## config.mk

```make
export PLATFORM = sky130hd
export DESIGN_NAME = first_fit_heap_allocator
export DESIGN_NICKNAME = d
export VERILOG_FILES = /design/src/rtl/ffha_pkg.sv /design/src/rtl/first_fit_heap_allocator.sv
export VERILOG_INCLUDE_DIRS = /design/src /design/src/rtl
export SDC_FILE = /design/constraint.sdc
export NUM_CORES = 2
export LEC_CHECK = 0
export BUFFER_PORTS_ARGS = -buffer_cell sky130_fd_sc_hd__buf_4
export CAP_MARGIN = 20
export CORE_MARGIN = 2
export CORE_UTILIZATION = 55
export CTS_CLUSTER_DIAMETER = 100
export DETAILED_ROUTE_END_ITERATION = 12
export HOLD_SLACK_MARGIN = 0.1
export PLACE_DENSITY = 0.71
export SYNTH_ARGS = -nofsm -noshare
export SYNTH_HDL_FRONTEND = slang
export SYNTH_SLANG_ARGS = --single-unit
```

## constraint.sdc

```tcl
create_clock -name i_clk -period 10.05 [get_ports i_clk]
set_input_delay 0.5025 -clock i_clk [delete_from_list [all_inputs] [get_ports i_clk]]
set_output_delay 0.5025 -clock i_clk [all_outputs]
set_load 0.03 [all_outputs]
```

## src/rtl/first_fit_heap_allocator_macros.svh

```systemverilog
// Assertion macros for the heap allocator.
// Included by modules that carry concurrent checks.
`ifndef FIRST_FIT_HEAP_ALLOCATOR_MACROS_SVH
`define FIRST_FIT_HEAP_ALLOCATOR_MACROS_SVH
// Implication check under synchronous reset.
`define FFHA_ASSERT_IMP(lbl, clk, rst_n, ante, cons) \
    lbl: assert property (@(posedge clk) disable iff (!rst_n) (ante) |-> (cons)) \
        else $error("assertion failed");
// Next-cycle implication check under synchronous reset.
`define FFHA_ASSERT_NXT(lbl, clk, rst_n, ante, cons) \
    lbl: assert property (@(posedge clk) disable iff (!rst_n) (ante) |=> (cons)) \
        else $error("assertion failed");
`endif

```

## src/rtl/ffha_pkg.sv

```systemverilog
// Package for the first-fit heap allocator: sizes, beat structs, codes, states.
// No dependencies.
package ffha_pkg;
    localparam int ArenaBytes  = 8192;
    localparam int MaxBlocks   = 64;
    localparam int HeaderBytes = 17;
    localparam int MinCapacity = 24;
    localparam int SlotW = $clog2(MaxBlocks);
    localparam int OffW  = $clog2(ArenaBytes) + 1;
    localparam int AddrW = 13;

    typedef enum logic [1:0] {
        ST_OK = 2'd0, ST_OOM = 2'd1, ST_NULL = 2'd2, ST_UNKNOWN = 2'd3
    } t_status;

    typedef enum logic {OP_ALLOC = 1'b0, OP_FREE = 1'b1} t_op;

    typedef struct packed {
        logic        opcode;
        logic [15:0] request_size;
        logic [12:0] address;
    } t_in_beat;

    typedef struct packed {
        logic [1:0]  status;
        logic [12:0] granted_address;
    } t_out_beat;

    typedef struct packed {
        logic [OffW-1:0]  hdr;
        logic [OffW-1:0]  cap;
        logic             is_free;
        logic             has_next;
        logic [SlotW-1:0] next;
    } t_blk;

    typedef enum logic [3:0] {
        S_IDLE, S_RD, S_RDN, S_EVAL, S_MERGE, S_SPARE, S_SPLIT, S_DONE
    } t_state;
endpackage

```

## src/rtl/first_fit_heap_allocator.sv

```systemverilog
// Heap allocator: one request at a time over a block table held in a memory with one write and one read port.
// Steps: a null free goes straight to the result; otherwise each visited block is
// read, free neighbours are merged, an alloc that leaves room scans for a spare slot
// and splits, and the block is written back once the output is free.
// A new request is taken only after the last one is done; a waiting result beat does not block input.
// Reset restores one free whole-arena block in slot zero (per-slot used/free bits).
`include "first_fit_heap_allocator_macros.svh"
module first_fit_heap_allocator
    import ffha_pkg::*;
(
    input  logic      i_clk,
    input  logic      i_rst_n,
    input  logic      i_valid,
    output logic      o_stall,
    input  t_in_beat  i_data,
    output logic      o_valid,
    input  logic      i_stall,
    output t_out_beat o_data
);
    // Block table memory and per-slot flags
    t_blk r_mem [MaxBlocks];
    logic [MaxBlocks-1:0] r_used, n_used;
    logic [MaxBlocks-1:0] r_free, n_free;

    t_state r_state, n_state;
    t_in_beat r_req, n_req;
    logic [16:0] r_q, n_q;
    logic [SlotW-1:0] r_s, n_s;
    logic [SlotW:0] r_steps, n_steps, r_guard, n_guard;
    t_blk r_cur, n_cur;
    logic [SlotW:0] r_scan, n_scan;
    logic r_ov, n_ov;
    t_out_beat r_out, n_out;
    t_out_beat r_res, n_res;

    // Memory port control
    logic we;
    logic [SlotW-1:0] waddr, raddr;
    t_blk wdata, r_rdata;

    // Slot zero has a reset value until its first write
    logic r_z_wr;

    always_ff @(posedge i_clk) begin
        if (we) r_mem[waddr] <= wdata;
        r_rdata <= r_mem[raddr];
    end

    t_blk rd_blk;
    logic [SlotW-1:0] r_raddr;
    always_ff @(posedge i_clk) r_raddr <= raddr;
    always_comb begin
        rd_blk = r_rdata;
        if (r_raddr == '0 && !r_z_wr) begin
            rd_blk.hdr = '0;
            rd_blk.cap = OffW'(ArenaBytes - HeaderBytes);
            rd_blk.has_next = 1'b0;
            rd_blk.next = '0;
        end
        rd_blk.is_free = r_free[r_raddr];
    end

    logic [OffW:0] end_cur;
    logic [17:0] need_split;
    logic fits;
    always_comb begin
        end_cur = {1'b0, r_cur.hdr} + (OffW+1)'(HeaderBytes) + {1'b0, r_cur.cap};
        need_split = {1'b0, r_q} + 18'(HeaderBytes + MinCapacity);
        fits = r_free[r_s] && ({3'b0, r_cur.cap} >= r_q);
    end

    always_comb begin
        n_state = r_state; n_req = r_req; n_q = r_q; n_s = r_s;
        n_steps = r_steps; n_guard = r_guard; n_cur = r_cur; n_scan = r_scan;
        n_out = r_out; n_res = r_res; n_used = r_used; n_free = r_free;
        // Drop the output beat once it is taken
        n_ov = r_ov && i_stall;
        we = 1'b0; waddr = r_s; wdata = r_cur; raddr = r_s;
        unique case (r_state)
            S_IDLE: begin
                if (i_valid) begin
                    n_req = i_data;
                    n_q = (i_data.request_size < 16'(MinCapacity)) ?
                          17'(MinCapacity) : {1'b0, i_data.request_size};
                    n_s = '0; n_steps = '0; raddr = '0;
                    if (i_data.opcode == OP_FREE && i_data.address == '0) begin
                        n_res = '{status: ST_NULL, granted_address: '0};
                        n_state = S_DONE;
                    end else begin
                        n_state = S_RD;
                    end
                end
            end
            // Read current block; start merge count
            S_RD: begin
                n_cur = rd_blk; n_guard = '0;
                if (r_req.opcode == OP_FREE) begin
                    n_state = S_EVAL;
                end else begin
                    raddr = rd_blk.next;
                    n_state = (rd_blk.has_next && rd_blk.is_free) ? S_MERGE : S_EVAL;
                end
            end
            // Absorb one free neighbor per pass
            S_MERGE: begin
                if (r_free[r_cur.next] && end_cur[OffW-1:0] == rd_blk.hdr &&
                    end_cur[OffW] == 1'b0 && r_guard < (SlotW+1)'(MaxBlocks)) begin
                    n_cur.cap = r_cur.cap + OffW'(HeaderBytes) + rd_blk.cap;
                    n_cur.has_next = rd_blk.has_next;
                    n_cur.next = rd_blk.next;
                    n_used[r_cur.next] = 1'b0;
                    n_free[r_cur.next] = 1'b0;
                    n_guard = r_guard + 1'b1;
                    we = 1'b1; wdata = n_cur;
                    raddr = rd_blk.next;
                    n_state = rd_blk.has_next ? S_RDN : S_EVAL;
                end else begin
                    n_state = S_EVAL;
                end
            end
            S_RDN: begin
                raddr = r_cur.next;
                n_state = S_MERGE;
            end
            S_EVAL: begin
                if (r_req.opcode == OP_FREE) begin
                    if (end_cur[OffW-1:0] - OffW'(r_cur.cap) == OffW'(r_req.address) &&
                        {1'b0, r_cur.hdr} + (OffW+1)'(HeaderBytes) ==
                        (OffW+1)'(r_req.address)) begin
                        n_free[r_s] = 1'b1;
                        n_req.opcode = OP_ALLOC;
                        n_q = '1;
                        raddr = r_cur.next;
                        n_res = '{status: ST_OK, granted_address: '0};
                        n_guard = '0;
                        n_state = r_cur.has_next ? S_RDN : S_DONE;
                    end else if (!r_cur.has_next || r_steps == (SlotW+1)'(MaxBlocks-1)) begin
                        n_res = '{status: ST_UNKNOWN, granted_address: '0};
                        n_state = S_DONE;
                    end else begin
                        n_s = r_cur.next; raddr = r_cur.next;
                        n_steps = r_steps + 1'b1; n_state = S_RD;
                    end
                end else if (r_q == '1) begin
                    n_state = S_DONE;
                end else if (fits) begin
                    n_res = '{status: ST_OK,
                              granted_address: AddrW'(r_cur.hdr + OffW'(HeaderBytes))};
                    n_scan = '0;
                    n_state = ({1'b0, r_cur.cap} >= need_split[OffW:0] &&
                               need_split[17:OffW+1] == '0) ? S_SPARE : S_DONE;
                    if (n_state == S_DONE) n_free[r_s] = 1'b0;
                end else if (!r_cur.has_next || r_steps == (SlotW+1)'(MaxBlocks-1)) begin
                    n_res = '{status: ST_OOM, granted_address: '0};
                    n_state = S_DONE;
                end else begin
                    n_s = r_cur.next; raddr = r_cur.next;
                    n_steps = r_steps + 1'b1; n_state = S_RD;
                end
            end
            // Scan used map for a spare slot, one per cycle
            S_SPARE: begin
                if (r_scan == (SlotW+1)'(MaxBlocks)) begin
                    n_free[r_s] = 1'b0; n_state = S_DONE;
                end else if (!r_used[r_scan[SlotW-1:0]]) begin
                    n_state = S_SPLIT;
                end else begin
                    n_scan = r_scan + 1'b1;
                end
            end
            // Write the tail block, then the shrunk head
            S_SPLIT: begin
                we = 1'b1; waddr = r_scan[SlotW-1:0];
                wdata.hdr = r_cur.hdr + OffW'(HeaderBytes) + OffW'(r_q);
                wdata.cap = r_cur.cap - OffW'(r_q) - OffW'(HeaderBytes);
                wdata.is_free = 1'b1;
                wdata.has_next = r_cur.has_next;
                wdata.next = r_cur.next;
                n_used[r_scan[SlotW-1:0]] = 1'b1;
                n_free[r_scan[SlotW-1:0]] = 1'b1;
                n_free[r_s] = 1'b0;
                n_cur.cap = OffW'(r_q);
                n_cur.has_next = 1'b1;
                n_cur.next = r_scan[SlotW-1:0];
                n_state = S_DONE;
            end
            // Write back the block (not for a null free) and hand the result over once the output is free
            S_DONE: begin
                if (!r_ov || !i_stall) begin
                    we = !(r_req.opcode == OP_FREE && r_req.address == '0);
                    n_out = r_res; n_ov = 1'b1; n_state = S_IDLE;
                end
            end
            default: n_state = S_IDLE;
        endcase
    end

    always_ff @(posedge i_clk) begin
        if (!i_rst_n) begin
            r_state <= S_IDLE;
            r_ov <= 1'b0;
            r_used <= MaxBlocks'(1);
            r_free <= MaxBlocks'(1);
            r_z_wr <= 1'b0;
        end else begin
            r_state <= n_state;
            r_ov <= n_ov;
            r_used <= n_used;
            r_free <= n_free;
            if (we && waddr == '0) r_z_wr <= 1'b1;
        end
        r_req <= n_req; r_q <= n_q; r_s <= n_s; r_steps <= n_steps;
        r_guard <= n_guard; r_cur <= n_cur; r_scan <= n_scan; r_out <= n_out;
        r_res <= n_res;
    end

    assign o_stall = (r_state != S_IDLE);
    assign o_valid = r_ov;
    assign o_data  = r_out;

    `FFHA_ASSERT_IMP(a_slot0_used, i_clk, i_rst_n, 1'b1, r_used[0])
    `FFHA_ASSERT_IMP(a_free_used, i_clk, i_rst_n, 1'b1, (r_free & ~r_used) == '0)
    `FFHA_ASSERT_NXT(a_out_hold, i_clk, i_rst_n, r_ov && i_stall, r_ov && $stable(r_out))
    `FFHA_ASSERT_NXT(a_done_out, i_clk, i_rst_n, r_state == S_DONE, r_ov)
endmodule

```

* After elaboration in Yosys (flattened, before gate mapping)
Memories as Yosys holds them, arrays and structs flattened. A register that Yosys moved wholly into a read port is not among the register bits. Index checks and enable logic that the tools add are counted.
Word-level totals: memory bits (read-only) 0, output and inout port bits 17, input port bits 34, word-level logic and storage cells 245, flip-flop bits (word level) 280, bits in latches 0, memory bits (writable) 2304, memories kept 1
Memories:
- r_mem | words 64, width 36, read ports 1, clocked after Yosys merged registers in 1, write ports 1, RTL line first_fit_heap_allocator.sv:21 | t_blk r_mem [MaxBlocks];
Operators by class: reduce and logical (&&, ||, !) cells 48, eq/ne operators 35, muxes and demuxes 104, shift operators 0, bitwise gates (word level) 10, $lt $le $gt $ge 11, divide/modulo/power cells 0, $mul 0, add/sub/neg operators 13
Operators by type and width (number):
- two-way mux 64 bit | 8
- bitwise AND 64 bit | 4
- one-hot mux 64 bit (4 select lines) | 1
- bitwise OR 64 bit | 3
- NOT 64 bit | 2
- one-hot mux 64 bit (2 select lines) | 1
- two-way mux 15 bit | 8
- two-way mux 7 bit | 16
- one-hot mux 36 bit (2 select lines) | 1
- two-way mux 6 bit | 11
- two-way mux 17 bit | 3
- one-hot mux 14 bit (3 select lines) | 1
- one-hot mux 7 bit (3 select lines) | 2
- one-hot mux 17 bit (2 select lines) | 1
- one-hot mux 4 bit (8 select lines) | 1
- two-way mux 30 bit | 1
- one-hot mux 15 bit (2 select lines) | 1
- one-hot mux 6 bit (5 select lines) | 1
- adder 14 bit | 2
- adder 14 x 5 -> 14 bit (second input constant) | 2
- < comparator 6 x 7 -> 1 bit (second input constant) | 4
- two-way mux 28 bit | 1
- two-way mux 4 bit | 7
- one-hot mux 7 bit (2 select lines) | 2
- other kinds (52) | 137

* Depth between registers and ports, before layout
word-level depth 11, gate-level depth with buffers 33, mapped depth without buffers 26

* Worst setup path before layout
OpenSTA, ideal clock, no wires.
path kind reg-to-reg, start point register r_cur[23] in the netlist's numbering, end point memory r_mem[0][8] in the netlist's numbering (data pin), arrival time 6962 ps, setup time 741 ps, clock period less this slack 7702 ps, required time 9309 ps, path buffers 2, path slack 2348 ps, stages on the path, launching flop included 17, cell sequence edfxtp_1 > ha_1 > a31oi_1 > nor2_1 > xor2_1 > ha_1 > and4_1 > a21oi_1 > o211ai_1 > xor3_1 > or3_1 > a211o_1 > nor3_1 > clkbuf_1 > buf_1 > o21ai_0 > a221oi_1
RTL lines:
- from (decl) | RTL line first_fit_heap_allocator.sv:30 | t_blk r_cur, n_cur;
- from (signal assigned) | RTL line first_fit_heap_allocator.sv:213 | r_guard <= n_guard; r_cur <= n_cur; r_scan <= n_scan; r_out <= n_out;
- to (decl) | RTL line first_fit_heap_allocator.sv:21

* Worst setup path after layout
start point register r_cur[22] in the netlist's numbering, end point register r_rdata[8] (netlist name)
Between the ends: cells in the longest elaborated chain, start to end 8, elaborated cells on any way between the ends 15, those cells by class add/sub (3); eq/ne (3); mux (4); bitwise (1); reduce/logical (4)
RTL lines:
- adder 14 x 5 -> 15 bit * | RTL line first_fit_heap_allocator.sv:67, first_fit_heap_allocator.sv:128
- adder 15 x 14 -> 15 bit | RTL line first_fit_heap_allocator.sv:67 | end_cur = {1'b0, r_cur.hdr} + (OffW+1)'(HeaderBytes) + {1'b0, r_cur.cap};
- subtractor 14 bit / equality test 14 bit (equally long branches) | RTL line first_fit_heap_allocator.sv:127, first_fit_heap_allocator.sv:106
- equality test 14 x 13 -> 1 bit / logical AND 1 bit (equally long branches) | RTL line first_fit_heap_allocator.sv:127, first_fit_heap_allocator.sv:106
- logical AND 1 bit (on tied branches) | RTL line first_fit_heap_allocator.sv:127, first_fit_heap_allocator.sv:106
- two-way mux 6 bit / logical AND 1 bit (equally long branches) | RTL line first_fit_heap_allocator.sv:127, first_fit_heap_allocator.sv:107
- two-way mux 6 bit (on tied branches) | RTL line first_fit_heap_allocator.sv:126, first_fit_heap_allocator.sv:106
- one-hot mux 6 bit (5 select lines) * | RTL line first_fit_heap_allocator.sv:79 | unique case (r_state)
Every way passes the cells marked *; elsewhere a longest branch is shown, timed or not. A chain may end at the register's enable or synchronous reset.

==> qor.yml <==
core_area_mm2: 0.195
route.detailed.drc: 0
clock_latency_ns: 0.93
grt_max_degree: 134
final_layout_size_suffix_gt1_share_pct: 20.7
crit_required_ns: 10.74
crit_family: "compound AO/OA/AOI/OAI gates"
critical_path.slowest_cell: "o21ai_1"
path_buf_inv: 2
antenna_found_initial: 20
hold_start: "i_rst_n"
fin_cells: 9578
holdPathStages: 2
ff2ff_path_depth: 25
synthTopCellsByArea: "edfxtp_1, mux4_2, dfxtp_1"
portBuffers: 50
path_clk_slew_ns: 0.06
io_pins: 51
relSlewSlack_pct: 17.8
period_share_pct: 94.3
cts_buffers: 241
status: "completed"
arrival_ns: 10.17
routabilityCongestion: 0.976
worstSetupPathType: "flop to flop"
area_delta_synth_final_pct: 12.6
rsz0062_at_grt: "no"
cts_tree: "done"
yosysUniqueCellTypes: 97
fmax_mhz: 105
layout_min_cycle_time_ns: 9.48
p_leak_nw: 39.3
avgRoutedWirePerCell_um: 34.1
whs_endpoint: "r_free[0]$_SDFFE_PN1P_"
crit_path_end_kind: "flop"
worst_pin_slew_ns: 1.23
ir_worst_vdd_uv: 371
synth-seq-cells: 2537
ys.flop_type: "edfxtp_1"
cts_max_path_buffers: 3
grt_pass1_wl_um: 465000
dieArea_mm2: 0.201
setup_violations: 0
initial_utilization_pct: 55.5
r2r_end: "r_rdata[8]$_DFF_P_"
slowest_delay_ns: 0.92
skew_ns: 0.0907
cpMostUsedCell: "ha_1"
drtIter0Drc: 11200
die_x_um: 448
fp.dieH_um: 448
postSynthAreaPerCell_um2: 16.4
via_per_inst: 6.95
grt_usage_pct: 32.5
vias: 66600
tns_ns: 0
postRouteWirelength_um: 326000
synth-edff-count: 2363
hold_viol: 0
yosysTopAreaCell: "edfxtp_1"
yosysWarningCount: 0
yosysTopAreaCellShare_pct: 65.5
netlist_instances: 6595
place_inst: 9084
drv_slew: 0
syn_nets: 6757
rrSetupSlack_ns: 0.57
clockRootBuffer: "clkbuf_16"
cellPowerDensity_mw_per_mm2: 381
hp-class: "primary input to flop"
first_pass_iters: 6
ys_async_sr_fraction_pct: 0
netlist_area_mm2: 0.108
crit_path_max_fanout: 63
critical_path_depth: 25
ant_nets: 0
cts.sinks: 2537
start_kind: "flop"
r2r-start: "r_cur[22]$_DFFE_PP_"
first_global_vias: 64200
nNetsFinal: 6905
row_count: 162
dp_hpwl_um: 195000
grt_overflow_total: 0
max-cap-violations: 0
htree_levels: 4
ys_seq_area_share_pct: 68.7
state kept, by name, summed over array words and instances (netlist names):
signal   cells
o_valid      1
o_data      15
r_free      64
r_guard      7
r_rdata     35
r_mem     2240
r_state      3
r_req       14
r_q         17
r_scan       7
r_z_wr       1
r_raddr      6
r_used      64
r_steps      7
r_s          6
r_res       15
r_cur       35
cells by family (layout without fill, tap and decap cells):
kind of cell	count (synthesis)	after routing	synth area share, %
flip-flops	2537	2537	68.7
AO/OA/AOI/OAI	1385	1385	8.79
AND/OR/NAND/NOR	1109	1109	5.15
multiplexers	757	757	12.7
buffers and inverters	570	925	2.18
adder cells (fa/ha/maj)	128	128	1.53
XOR/XNOR	109	109	0.941
other	0	4	0
stage by stage:
| stage | util [%] | total power [mW] | instance area, um2 | setup WS [ns] | hold slack [ns] |
|---|---|---|---|---|---|
| after floorplan | - | 28.8 | 108000 | 2.35 | 0.400 |
| after global placement | 58.1 | 36.8 | 113000 | 0.165 | 0.404 |
| after detailed placement | 58.1 | 37.1 | 114000 | 0.608 | 0.405 |
| after CTS | 62.4 | 46.2 | 122000 | 0.574 | 0.316 |
| after global routing | 62.5 | 48.2 | 122000 | 0.0390 | 0.134 |
| final | 62.5 | 46.5 | 122000 | 0.568 | 0.140 |
report_power, final:
part           internal (mW)  total, mW  switching [mW]
logic                   8.46       23.3            14.9
clock network           5.10       9.15            4.05
registers               13.5       14.0           0.549
synth_stat cells, drive strengths merged (15+ instances only):
master and count:
o221ai 67, mux4 485, a21oi 220, nand2 282
ha 121, and3 30, inv 120, dfxtp 174
nand4 170, and2 33, nor2 278, xnor2 70
o2111ai 88, buf 102, o311ai 17, nor4 55
nor2b 21, o21ai 368, mux2i 172, clkbuf 346
nor3 40, edfxtp 2363, o31ai 64, a21o 30
a22oi 15, mux2 100, a22o 230, a211oi 17
a31oi 45, o22ai 20, nand2b 46, xor2 35
nand3 66, nor3b 15, o211ai 19, o21a 15
a21boi 72
worst max-delay path by stage:
stage / end / slack (ns) / from
after floorplan: r_mem[0][8]$_DFFE_PP_ / 2.35 / r_cur[23]$_DFFE_PP_
after global placement: r_rdata[12]$_DFF_P_ / 0.16 / r_cur[22]$_DFFE_PP_
after detailed placement: r_rdata[12]$_DFF_P_ / 0.61 / r_cur[22]$_DFFE_PP_
after CTS: r_rdata[12]$_DFF_P_ / 0.57 / r_cur[22]$_DFFE_PP_
after global routing: r_rdata[2]$_DFF_P_ / 0.04 / r_cur[22]$_DFFE_PP_
final: r_rdata[8]$_DFF_P_ / 0.57 / r_cur[22]$_DFFE_PP_
worst reg2reg max path, stage by stage, from the launching register on:
cell	delay, ns
edfxtp_1	0.53
ha_1	0.32
a31oi_1	0.46
nor2_1	0.16
xor2_1	0.39
ha_1	0.40
and4_1	0.27
a21oi_1	0.25
o211ai_1	0.27
xor2_1	0.23
ha_1	0.42
a21o_1	0.21
a31o_2	0.25
o41ai_1	0.49
xnor2_1	0.27
nor4bb_1	0.37
or4b_4	0.54
a221oi_2	0.58
or4_4	0.28
nand3_4	0.09
buf_12	0.25
buf_12	0.31
mux4_2	0.57
a22o_1	0.25
o21ai_1	0.92
nand4_1	0.23
layout make-up:
cell class | count | area (um2)
Clock inverter | 144 | 1540
Clock buffer | 306 | 6460
Inverter | 122 | 460
Antenna cell | 4 | 10.0
Timing Repair Buffer | 353 | 3280
Sequential cell | 2537 | 74400
Multi-Input combinational cell | 3488 | 32600
Fill cell | 13600 | 73400
Tap cell | 2624 | 3280
placed cells by master, fill, tap and decap left out, drive strengths merged, types with 35 or more instances in the layout:
cell type	count
nor2	278
buf	317
nand4	170
mux2i	172
o221ai	67
o31ai	64
dfxtp	174
a21boi	72
a31oi	45
nor4	55
xnor2	70
xor2	35
o21ai	368
edfxtp	2363
o2111ai	88
nand3	66
a21oi	220
nand2b	46
ha	121
mux4	485
clkbuf	308
nand2	282
inv	123
mux2	100
clkinv	110
a22o	230
nor3	40
metal layers:
metal / global-route usage [%] / up-vias / wire, um
met5: 0 / - / 126
met4: 16.5 / 14 / 19200
met3: 7.58 / 845 / 40200
met2: 49.1 / 4679 / 148000
met1: 44.5 / 33900 / 119000
li1: - / 27200 / -
repair_timing:
action,CTS,global route
hold buffers,34,0
setup endpoints to repair,0,1
endpoints found under the hold margin,34,0
gates resized for setup,0,1
setup buffers,0,0
Power figures use the tool's default switching activity.
